**config.mk**
```make
export PLATFORM = sky130hd
export DESIGN_NAME = counter_to_nanoseconds_converter
export DESIGN_NICKNAME = d
export VERILOG_FILES = /design/src/hw/rtl/ctnc_pkg.sv /design/src/hw/rtl/ctnc_cfg.sv /design/src/hw/rtl/ctnc_datapath.sv /design/src/hw/rtl/ctnc_ctrl.sv /design/src/hw/rtl/counter_to_nanoseconds_converter.sv
export SDC_FILE = /design/constraint.sdc
export NUM_CORES = 2
export LEC_CHECK = 0
export BUFFER_PORTS_ARGS = -buffer_cell sky130_fd_sc_hd__buf_2
export CAP_MARGIN = 20
export CORE_MARGIN = 4
export CORE_UTILIZATION = 40
export CTS_BUF_LIST = sky130_fd_sc_hd__clkbuf_4 sky130_fd_sc_hd__clkbuf_8 sky130_fd_sc_hd__clkbuf_16
export DETAILED_ROUTE_END_ITERATION = 10
export PLACE_DENSITY = 0.58
export SLEW_MARGIN = 10
export SYNTH_ARGS = -nofsm -noshare
export SYNTH_HDL_FRONTEND = slang
export SYNTH_HIERARCHICAL = 1
export SYNTH_SLANG_ARGS = --single-unit
```
**constraint.sdc**
```tcl
create_clock -name i_clk -period 17.45 [get_ports i_clk]
set_input_delay 4.3625 -clock i_clk [delete_from_list [all_inputs] [get_ports i_clk]]
set_output_delay 4.3625 -clock i_clk [all_outputs]
set_load 0.02 [all_outputs]
```
**src/hw/rtl/ctnc_pkg.sv**
```systemverilog
package ctnc_pkg;

    localparam int unsigned CFG_IDX_W = 3;
    localparam int unsigned CFG_DATA_W = 64;

    // register indexes on the configuration port
    localparam logic [CFG_IDX_W-1:0] CFG_SOURCE_MODE    = 3'd0;
    localparam logic [CFG_IDX_W-1:0] CFG_NARROW_COUNTER = 3'd1;
    localparam logic [CFG_IDX_W-1:0] CFG_PERIOD_WHOLE   = 3'd2;
    localparam logic [CFG_IDX_W-1:0] CFG_PERIOD_FRAC    = 3'd3;
    localparam logic [CFG_IDX_W-1:0] CFG_CYCLE_RATE     = 3'd4;
    localparam logic [CFG_IDX_W-1:0] CFG_CYCLE_OFFSET   = 3'd5;

    // source_mode codes
    localparam logic [1:0] MODE_NONE  = 2'd0;
    localparam logic [1:0] MODE_EVENT = 2'd1;
    localparam logic [1:0] MODE_CYCLE = 2'd2;

    localparam logic [31:0] PPM_DIV        = 32'd1000000;
    localparam logic [31:0] RATE_KHZ_RESET = 32'd1000;
    localparam logic [63:0] HALF_WRAP      = 64'h0000_0000_7fff_ffff;
    localparam logic [63:0] WRAP_STEP      = 64'h0000_0001_0000_0000;

    typedef struct packed {
        logic [1:0]  source_mode;
        logic        narrow_counter;
        logic [6:0]  period_whole_ns;
        logic [19:0] period_frac_ppm;
        logic [31:0] cycle_rate_khz;
        logic [63:0] cycle_offset_ns;
    } t_cfg;

    typedef enum logic [2:0] {
        OP_NONE,
        OP_EXTEND,
        OP_MUL_LO,
        OP_MUL_HI,
        OP_DIV_LOAD,
        OP_DIV_STEP,
        OP_FINISH
    } t_op;

    typedef enum logic [1:0] {
        MUL_WHOLE,
        MUL_FRAC,
        MUL_PPM
    } t_mul_sel;

    typedef struct packed {
        t_op      op;
        t_mul_sel mul_sel;
    } t_cmd;

endpackage

```
**src/hw/rtl/ctnc_cfg.sv**
```systemverilog
module ctnc_cfg (
    input  logic                               i_clk,
    input  logic                               i_rst_n,
    input  logic                               i_cfg_we,
    input  logic [ctnc_pkg::CFG_IDX_W-1:0]     i_cfg_idx,
    input  logic [ctnc_pkg::CFG_DATA_W-1:0]    i_cfg_data,
    output ctnc_pkg::t_cfg                     o_cfg
);

    ctnc_pkg::t_cfg r_cfg;

    always_ff @(posedge i_clk) begin
        if (!i_rst_n) begin
            r_cfg.source_mode     <= ctnc_pkg::MODE_NONE;
            r_cfg.narrow_counter  <= 1'b0;
            r_cfg.period_whole_ns <= '0;
            r_cfg.period_frac_ppm <= '0;
            r_cfg.cycle_rate_khz  <= ctnc_pkg::RATE_KHZ_RESET;
            r_cfg.cycle_offset_ns <= '0;
        end else if (i_cfg_we) begin
            unique case (i_cfg_idx)
                ctnc_pkg::CFG_SOURCE_MODE:    r_cfg.source_mode     <= i_cfg_data[1:0];
                ctnc_pkg::CFG_NARROW_COUNTER: r_cfg.narrow_counter  <= i_cfg_data[0];
                ctnc_pkg::CFG_PERIOD_WHOLE:   r_cfg.period_whole_ns <= i_cfg_data[6:0];
                ctnc_pkg::CFG_PERIOD_FRAC:    r_cfg.period_frac_ppm <= i_cfg_data[19:0];
                ctnc_pkg::CFG_CYCLE_RATE:     r_cfg.cycle_rate_khz  <= i_cfg_data[31:0];
                ctnc_pkg::CFG_CYCLE_OFFSET:   r_cfg.cycle_offset_ns <= i_cfg_data;
                default: begin
                    // drop writes beyond the register list
                end
            endcase
        end
    end

    assign o_cfg = r_cfg;

endmodule

```
**src/hw/rtl/ctnc_datapath.sv**
```systemverilog
module ctnc_datapath (
    input  logic            i_clk,
    input  logic            i_rst_n,
    input  ctnc_pkg::t_cfg  i_cfg,
    input  ctnc_pkg::t_cmd  i_cmd,
    input  logic            i_load,
    input  logic [63:0]     i_counter_value,
    output logic [63:0]     o_nanoseconds,
    output logic [63:0]     o_extended_count
);

    logic [63:0] r_last;
    logic [63:0] r_ext;
    logic [63:0] r_prod;
    logic [63:0] r_acc;
    logic [63:0] r_quo;
    logic [31:0] r_rem;
    logic [31:0] r_dvsr;
    logic [63:0] r_ns;
    logic [63:0] r_out_ext;

    logic [31:0] w_mul_a;
    logic [31:0] w_mul_b;
    logic [63:0] w_mul_p;
    logic [63:0] w_ext_cat;
    logic [63:0] w_ext_v;
    logic [32:0] w_div_t;
    logic        w_div_ge;

    // one 32x32 multiplier, low half of the count first, then the high half
    always_comb begin
        w_mul_a = (i_cmd.op == ctnc_pkg::OP_MUL_HI) ? r_ext[63:32] : r_ext[31:0];
        case (i_cmd.mul_sel)
            ctnc_pkg::MUL_WHOLE: w_mul_b = {25'd0, i_cfg.period_whole_ns};
            ctnc_pkg::MUL_FRAC:  w_mul_b = {12'd0, i_cfg.period_frac_ppm};
            ctnc_pkg::MUL_PPM:   w_mul_b = ctnc_pkg::PPM_DIV;
            default:             w_mul_b = '0;
        endcase
        w_mul_p = 64'(w_mul_a) * 64'(w_mul_b);
    end

    // splice the 32-bit sample onto the tracked upper word, bump on wrap
    always_comb begin
        w_ext_cat = {r_last[63:32], r_ext[31:0]};
        w_ext_v   = (w_ext_cat < r_last) ? (w_ext_cat + ctnc_pkg::WRAP_STEP) : w_ext_cat;
    end

    // restoring division, one quotient bit a step
    always_comb begin
        w_div_t  = {r_rem, r_quo[63]};
        w_div_ge = (w_div_t >= {1'b0, r_dvsr});
    end

    always_ff @(posedge i_clk) begin
        if (!i_rst_n) begin
            r_last <= '0;
        end else if (i_cmd.op == ctnc_pkg::OP_EXTEND && i_cfg.narrow_counter) begin
            if ((w_ext_v - r_last) > ctnc_pkg::HALF_WRAP) begin
                r_last <= w_ext_v;
            end
        end
    end

    always_ff @(posedge i_clk) begin
        if (i_load) begin
            r_ext <= i_counter_value;
        end
        case (i_cmd.op)
            ctnc_pkg::OP_EXTEND: begin
                if (i_cfg.narrow_counter) begin
                    r_ext <= w_ext_v;
                end
            end
            ctnc_pkg::OP_MUL_LO: begin
                // the finished whole-ns product moves aside as the next one starts
                r_acc  <= r_prod;
                r_prod <= w_mul_p;
            end
            ctnc_pkg::OP_MUL_HI: begin
                r_prod <= r_prod + {w_mul_p[31:0], 32'd0};
            end
            ctnc_pkg::OP_DIV_LOAD: begin
                r_quo  <= r_prod;
                r_rem  <= '0;
                r_dvsr <= (i_cfg.source_mode == ctnc_pkg::MODE_EVENT) ?
                          ctnc_pkg::PPM_DIV : i_cfg.cycle_rate_khz;
            end
            ctnc_pkg::OP_DIV_STEP: begin
                r_rem <= w_div_ge ? 32'(w_div_t - {1'b0, r_dvsr}) : w_div_t[31:0];
                r_quo <= {r_quo[62:0], w_div_ge};
            end
            ctnc_pkg::OP_FINISH: begin
                r_out_ext <= r_ext;
                unique case (i_cfg.source_mode)
                    ctnc_pkg::MODE_EVENT: r_ns <= r_acc + r_quo;
                    ctnc_pkg::MODE_CYCLE: r_ns <= r_quo + i_cfg.cycle_offset_ns;
                    default:              r_ns <= '0;
                endcase
            end
            default: begin
            end
        endcase
    end

    assign o_nanoseconds    = r_ns;
    assign o_extended_count = r_out_ext;

endmodule

```
**src/hw/rtl/ctnc_ctrl.sv**
```systemverilog
module ctnc_ctrl (
    input  logic            i_clk,
    input  logic            i_rst_n,
    input  logic [1:0]      i_source_mode,
    input  logic            i_in_valid,
    input  logic            i_out_stall,
    output logic            o_in_stall,
    output logic            o_out_valid,
    output ctnc_pkg::t_cmd  o_cmd
);

    typedef enum logic [3:0] {
        S_IDLE,
        S_EXT,
        S_MW_LO,
        S_MW_HI,
        S_MF_LO,
        S_MF_HI,
        S_MC_LO,
        S_MC_HI,
        S_DLOAD,
        S_DIV,
        S_DONE
    } t_state;

    t_state     r_state;
    t_state     n_state;
    logic [5:0] r_cnt;
    logic [5:0] n_cnt;
    logic       r_out_valid;
    logic       n_out_valid;
    logic       w_in_take;
    logic       w_slot_free;

    assign o_in_stall  = (r_state != S_IDLE);
    assign w_in_take   = i_in_valid && !o_in_stall;
    assign w_slot_free = !r_out_valid || !i_out_stall;

    always_comb begin
        o_cmd.op      = ctnc_pkg::OP_NONE;
        o_cmd.mul_sel = ctnc_pkg::MUL_PPM;
        unique case (r_state)
            S_IDLE:  o_cmd.op = ctnc_pkg::OP_NONE;
            S_EXT:   o_cmd.op = ctnc_pkg::OP_EXTEND;
            S_MW_LO: begin
                o_cmd.op      = ctnc_pkg::OP_MUL_LO;
                o_cmd.mul_sel = ctnc_pkg::MUL_WHOLE;
            end
            S_MW_HI: begin
                o_cmd.op      = ctnc_pkg::OP_MUL_HI;
                o_cmd.mul_sel = ctnc_pkg::MUL_WHOLE;
            end
            S_MF_LO: begin
                o_cmd.op      = ctnc_pkg::OP_MUL_LO;
                o_cmd.mul_sel = ctnc_pkg::MUL_FRAC;
            end
            S_MF_HI: begin
                o_cmd.op      = ctnc_pkg::OP_MUL_HI;
                o_cmd.mul_sel = ctnc_pkg::MUL_FRAC;
            end
            S_MC_LO: o_cmd.op = ctnc_pkg::OP_MUL_LO;
            S_MC_HI: o_cmd.op = ctnc_pkg::OP_MUL_HI;
            S_DLOAD: o_cmd.op = ctnc_pkg::OP_DIV_LOAD;
            S_DIV:   o_cmd.op = ctnc_pkg::OP_DIV_STEP;
            S_DONE:  o_cmd.op = w_slot_free ? ctnc_pkg::OP_FINISH : ctnc_pkg::OP_NONE;
            default: o_cmd.op = ctnc_pkg::OP_NONE;
        endcase
    end

    always_comb begin
        n_state     = r_state;
        n_cnt       = r_cnt;
        n_out_valid = r_out_valid && i_out_stall;
        unique case (r_state)
            S_IDLE: begin
                if (w_in_take) begin
                    unique case (i_source_mode)
                        ctnc_pkg::MODE_EVENT: n_state = S_EXT;
                        ctnc_pkg::MODE_CYCLE: n_state = S_MC_LO;
                        default:              n_state = S_DONE;
                    endcase
                end
            end
            S_EXT:   n_state = S_MW_LO;
            S_MW_LO: n_state = S_MW_HI;
            S_MW_HI: n_state = S_MF_LO;
            S_MF_LO: n_state = S_MF_HI;
            S_MF_HI: n_state = S_DLOAD;
            S_MC_LO: n_state = S_MC_HI;
            S_MC_HI: n_state = S_DLOAD;
            S_DLOAD: begin
                n_state = S_DIV;
                n_cnt   = '0;
            end
            S_DIV: begin
                n_cnt = r_cnt + 6'd1;
                if (r_cnt == 6'd63) begin
                    n_state = S_DONE;
                end
            end
            S_DONE: begin
                // hold until the output register is free
                if (w_slot_free) begin
                    n_state     = S_IDLE;
                    n_out_valid = 1'b1;
                end
            end
            default: n_state = S_IDLE;
        endcase
    end

    always_ff @(posedge i_clk) begin
        if (!i_rst_n) begin
            r_state     <= S_IDLE;
            r_cnt       <= '0;
            r_out_valid <= 1'b0;
        end else begin
            r_state     <= n_state;
            r_cnt       <= n_cnt;
            r_out_valid <= n_out_valid;
        end
    end

    assign o_out_valid = r_out_valid;

    a_take_then_busy: assert property (@(posedge i_clk) disable iff (!i_rst_n)
        w_in_take |=> o_in_stall)
        else $error("input taken but block not busy next cycle");

    a_finish_slot_free: assert property (@(posedge i_clk) disable iff (!i_rst_n)
        (o_cmd.op == ctnc_pkg::OP_FINISH) |-> w_slot_free)
        else $error("result written over an unaccepted beat");

    a_cnt_idle: assert property (@(posedge i_clk) disable iff (!i_rst_n)
        (r_state != S_DIV) && (r_state != S_DONE) && (r_state != S_IDLE) |-> (r_cnt == 6'd0)
        || (r_state != S_DLOAD))
        else $error("division counter not cleared before load");

    a_div_entry: assert property (@(posedge i_clk) disable iff (!i_rst_n)
        (r_state == S_DIV) |-> ($past(r_state) == S_DIV) || ($past(r_state) == S_DLOAD))
        else $error("division entered without loading");

    a_done_after_div: assert property (@(posedge i_clk) disable iff (!i_rst_n)
        (r_state == S_DIV) && (r_cnt == 6'd63) |=> (r_state == S_DONE))
        else $error("division did not finish after 64 steps");

endmodule

```
**src/hw/rtl/counter_to_nanoseconds_converter.sv**
```systemverilog
// Counter sample to nanoseconds converter. Each input beat carries one raw
// counter sample and yields one output beat with the elapsed nanoseconds and
// the (possibly extended) tick count. The block works on one sample at a time.
// An event-timer sample passes through the extend step, the whole-ns and
// fractional-ns products, the divider load, the divider and the result
// register. A cycle-counter sample skips the extend step and forms one product
// instead. Most of the time goes to the 64-step restoring divider, which makes
// one quotient bit per cycle. Each 64x32 product takes a low and a high pass on
// the shared 32x32 multiplier. With no source selected, acceptance leads
// straight to the DONE state, which registers the result. The next sample is
// taken in the cycle after the previous result is registered. A stalled output
// holds the finished result back for as long as the stall lasts. The output
// register lets the next sample be accepted while a result waits.
// Write configuration only while no sample is in flight.
module counter_to_nanoseconds_converter (
    input  logic                               i_clk,
    input  logic                               i_rst_n,
    input  logic                               i_cfg_we,
    input  logic [ctnc_pkg::CFG_IDX_W-1:0]     i_cfg_idx,
    input  logic [ctnc_pkg::CFG_DATA_W-1:0]    i_cfg_data,
    input  logic                               i_in_valid,
    output logic                               o_in_stall,
    input  logic [63:0]                        i_counter_value,
    output logic                               o_out_valid,
    input  logic                               i_out_stall,
    output logic [63:0]                        o_nanoseconds,
    output logic [63:0]                        o_extended_count
);

    ctnc_pkg::t_cfg w_cfg;
    ctnc_pkg::t_cmd w_cmd;
    logic           w_in_take;

    assign w_in_take = i_in_valid && !o_in_stall;

    ctnc_cfg u_cfg (
        .i_clk      (i_clk),
        .i_rst_n    (i_rst_n),
        .i_cfg_we   (i_cfg_we),
        .i_cfg_idx  (i_cfg_idx),
        .i_cfg_data (i_cfg_data),
        .o_cfg      (w_cfg)
    );

    ctnc_ctrl u_ctrl (
        .i_clk         (i_clk),
        .i_rst_n       (i_rst_n),
        .i_source_mode (w_cfg.source_mode),
        .i_in_valid    (i_in_valid),
        .i_out_stall   (i_out_stall),
        .o_in_stall    (o_in_stall),
        .o_out_valid   (o_out_valid),
        .o_cmd         (w_cmd)
    );

    ctnc_datapath u_datapath (
        .i_clk            (i_clk),
        .i_rst_n          (i_rst_n),
        .i_cfg            (w_cfg),
        .i_cmd            (w_cmd),
        .i_load           (w_in_take),
        .i_counter_value  (i_counter_value),
        .o_nanoseconds    (o_nanoseconds),
        .o_extended_count (o_extended_count)
    );

endmodule
```
==> metrics.yaml <==
setup_path:
  required_ns: 17.87
  cpPeakStageDelay_ns: 0.99
  crit_path_max_fanout: 55
  arrival_ns: 15.60
  cp_common_cell: "fa_1"
  start_kind: "primary input"
  critPathKind: "primary input to flip-flop"
  critical-path-slowest-cell: "mux2i_1"
  cp-end-kind: "flip-flop"
final_layout:
  instances_no_fill: 8129
  n_antenna_cell: 0
  design_area_mm2: 0.0622
  fill_cells: 13695
  drive_above_1_share_pct: 9.96
  final_nets: 7236
  areaGrowthSynthToFinish_pct: 10.2
floorplan:
  rows: 137
  die_y_um: 384
  io_pins: 266
  die_area_mm2: 0.147
  start_util_pct: 40.4
  core_mm2: 0.140
  fp.dieW_um: 384
route:
  firstDrtPassIters: 6
  viasPerCell: 5.32
  drc: 0
  wl_um: 169000
  drt_iter0_drc: 3190
  ant_nets: 0
  avgRoutedWirePerCell_um: 20.8
  num_vias: 43238
placed_design:
  portBuffers: 265
  gp_congestion: 0.939
  dpl.cell_count: 7983
  postPlaceCellArea_mm2: 0.0595
  hpwl_um: 131000
clock_tree:
  cts_sinks: 649
  cts_resized: 0
  cts_hold_buf: 0
  cts.clk_slew.worst_paths_ns: 0.06
  htreeDepth: 3
  post-cts-setup-buffers: 0
  cts_tree: "built"
  clock_path_buffers: 3
  clk_latency_ns: 0.70
  numCtsBuffers: 76
  cts_root_buf: "clkbuf_16"
synth:
  synth_most_common_cell: "nand2_1"
  ys_ff_latch: 649
  synth_warnings: 6
  syn-cell-area_mm2: 0.0565
  ys_types: 97
  postSynthCellCount: 6059
  synthTopCellsByCount: "nand2_1, inv_1, nor2_1"
  synth_top_cell_area_share_pct: 22.1
  ys.flop_type: "edfxtp_1"
  syn_nets: 7106
  synthTopCellsByArea: "edfxtp_1, fa_1, dfxtp_1"
  seq_area_frac_synth_pct: 30.4
  syn_avg_cell_area_um2: 9.32
  async_flop_share_pct: 0
  yosys.area.top_type: "edfxtp_1"
  synth-edff-count: 416
timing:
  max_slew_margin_pct: 20.9
  hold_viol_final: 0
  holdWs_ns: 0.444
  fin_skew_ns: 0.0513
  post-route-period-util_pct: 87.0
  final.setup.tns_ns: 0
  finalSetupViolations: 0
  max_slew.worst_pin.slew_ns: 1.19
  post-route-min-period_ns: 15.18
  rsz0062_at_grt: "no"
  fmax_ghz: 0.0659
  final_max_slew_viol_count: 0
global_routing:
  grt.total_usage_pct: 22.9
  first_global_vias: 43576
  antenna_found_initial: 0
  grt_pass1_wl_um: 261000
  grt_max_degree: 194
  gr-total-overflow: 0
outcome:
  status: "complete, no violations"
run:
  maxCapViolations: 0
worst_hold_path:
  hp-class: "flip-flop to flip-flop"
[final timing paths]
check	start	to	slack, ns	cells past startpoint
max	i_out_stall	u_datapath/r_prod[63]	2.27	43
min	u_datapath/r_prod[13]	u_datapath/r_acc[13]	0.44	0
max reg2reg	u_ctrl/r_state[0]	u_datapath/r_prod[63]	5.63	41
min reg2reg	u_datapath/r_prod[13]	u_datapath/r_acc[13]	0.44	0
[area by class of cell]
cell class	instances	area, um2	share of cell area, %
Clock buffer	99	2160	3.48
Clock inverter	43	468	0.752
Inverter	760	2850	4.58
Multi-Input combinational cell	4380	35400	56.9
Sequential cell	649	17200	27.6
Tap cell	1876	2350	3.77
Timing Repair Buffer	322	1840	2.95
[placed cells by master, fill, tap and decap left out, types with 59 or more instances in the layout]
| master | netlist | layout |
|---|---|---|
| a21oi_1 | 222 | 219 |
| dfxtp_1 | 233 | 233 |
| inv_1 | 759 | 757 |
| a21o_1 | 119 | 119 |
| mux2_2 | 65 | 65 |
| xor2_1 | 62 | 62 |
| o21ai_0 | 153 | 151 |
| fa_1 | 542 | 542 |
| nor2b_1 | 83 | 78 |
| nand3_1 | 109 | 109 |
| xnor2_1 | 148 | 148 |
| nand2_1 | 1063 | 1061 |
| ha_1 | 369 | 368 |
| buf_2 | 19 | 264 |
| edfxtp_1 | 416 | 416 |
| and2_1 | 59 | 59 |
| clkbuf_16 | 0 | 79 |
| nor2_1 | 544 | 539 |
| mux2i_1 | 263 | 262 |
[layer usage]
layer	vias up	part of all wire, %	global-route usage, %
met5	-	0	0
met4	0	3.3	7.12
met2	1446	46	37.1
li1	20271	-	-
met3	273	6.5	3.52
met1	21248	45	31.6
[logic make-up after synthesis]
group / synth area share (%)
flip-flops: 30.4
multiplexers: 5.96
AND/OR/NAND/NOR: 16.0
adder cells (fa/ha/maj): 27.4
AO/OA/AOI/OAI: 9.83
buffers and inverters: 7.15
XOR/XNOR: 3.26
[worst max-delay path: cells and delay by family]
kind / cells / cell delay (ns)
buffers and inverters: 7 / 0.81
and+or+nand+nor: 12 / 2.39
muxes: 1 / 0.99
AOI/OAI and AO/OA: 12 / 2.47
xor gates and xnor gates: 2 / 0.33
adders and majority gates: 9 / 4.19
[per-stage QoR]
step                setup slack [ns]  utilization [%]
global route                    1.59             44.5
finish                          2.27             44.5
floorplan                       1.93                -
global placement                1.83             42.5
detailed placement              1.63             42.5
CTS                             2.38             44.4
[state kept, by name, indices dropped and copies added (netlist names), 32 cells and up]
| signal | count |
|---|---|
| u_datapath/r_rem | 32 |
| u_datapath/r_dvsr | 32 |
| u_datapath/o_extended_count | 64 |
| u_datapath/r_quo | 64 |
| u_datapath/r_prod | 64 |
| u_datapath/r_acc | 64 |
| u_datapath/r_ext | 64 |
| u_datapath/o_nanoseconds | 64 |
| u_datapath/r_last | 64 |
| u_cfg/o_cfg | 126 |
Power is not shown: default switching activity piles up to over one toggle a cycle in this logic, so the estimate is an artifact.
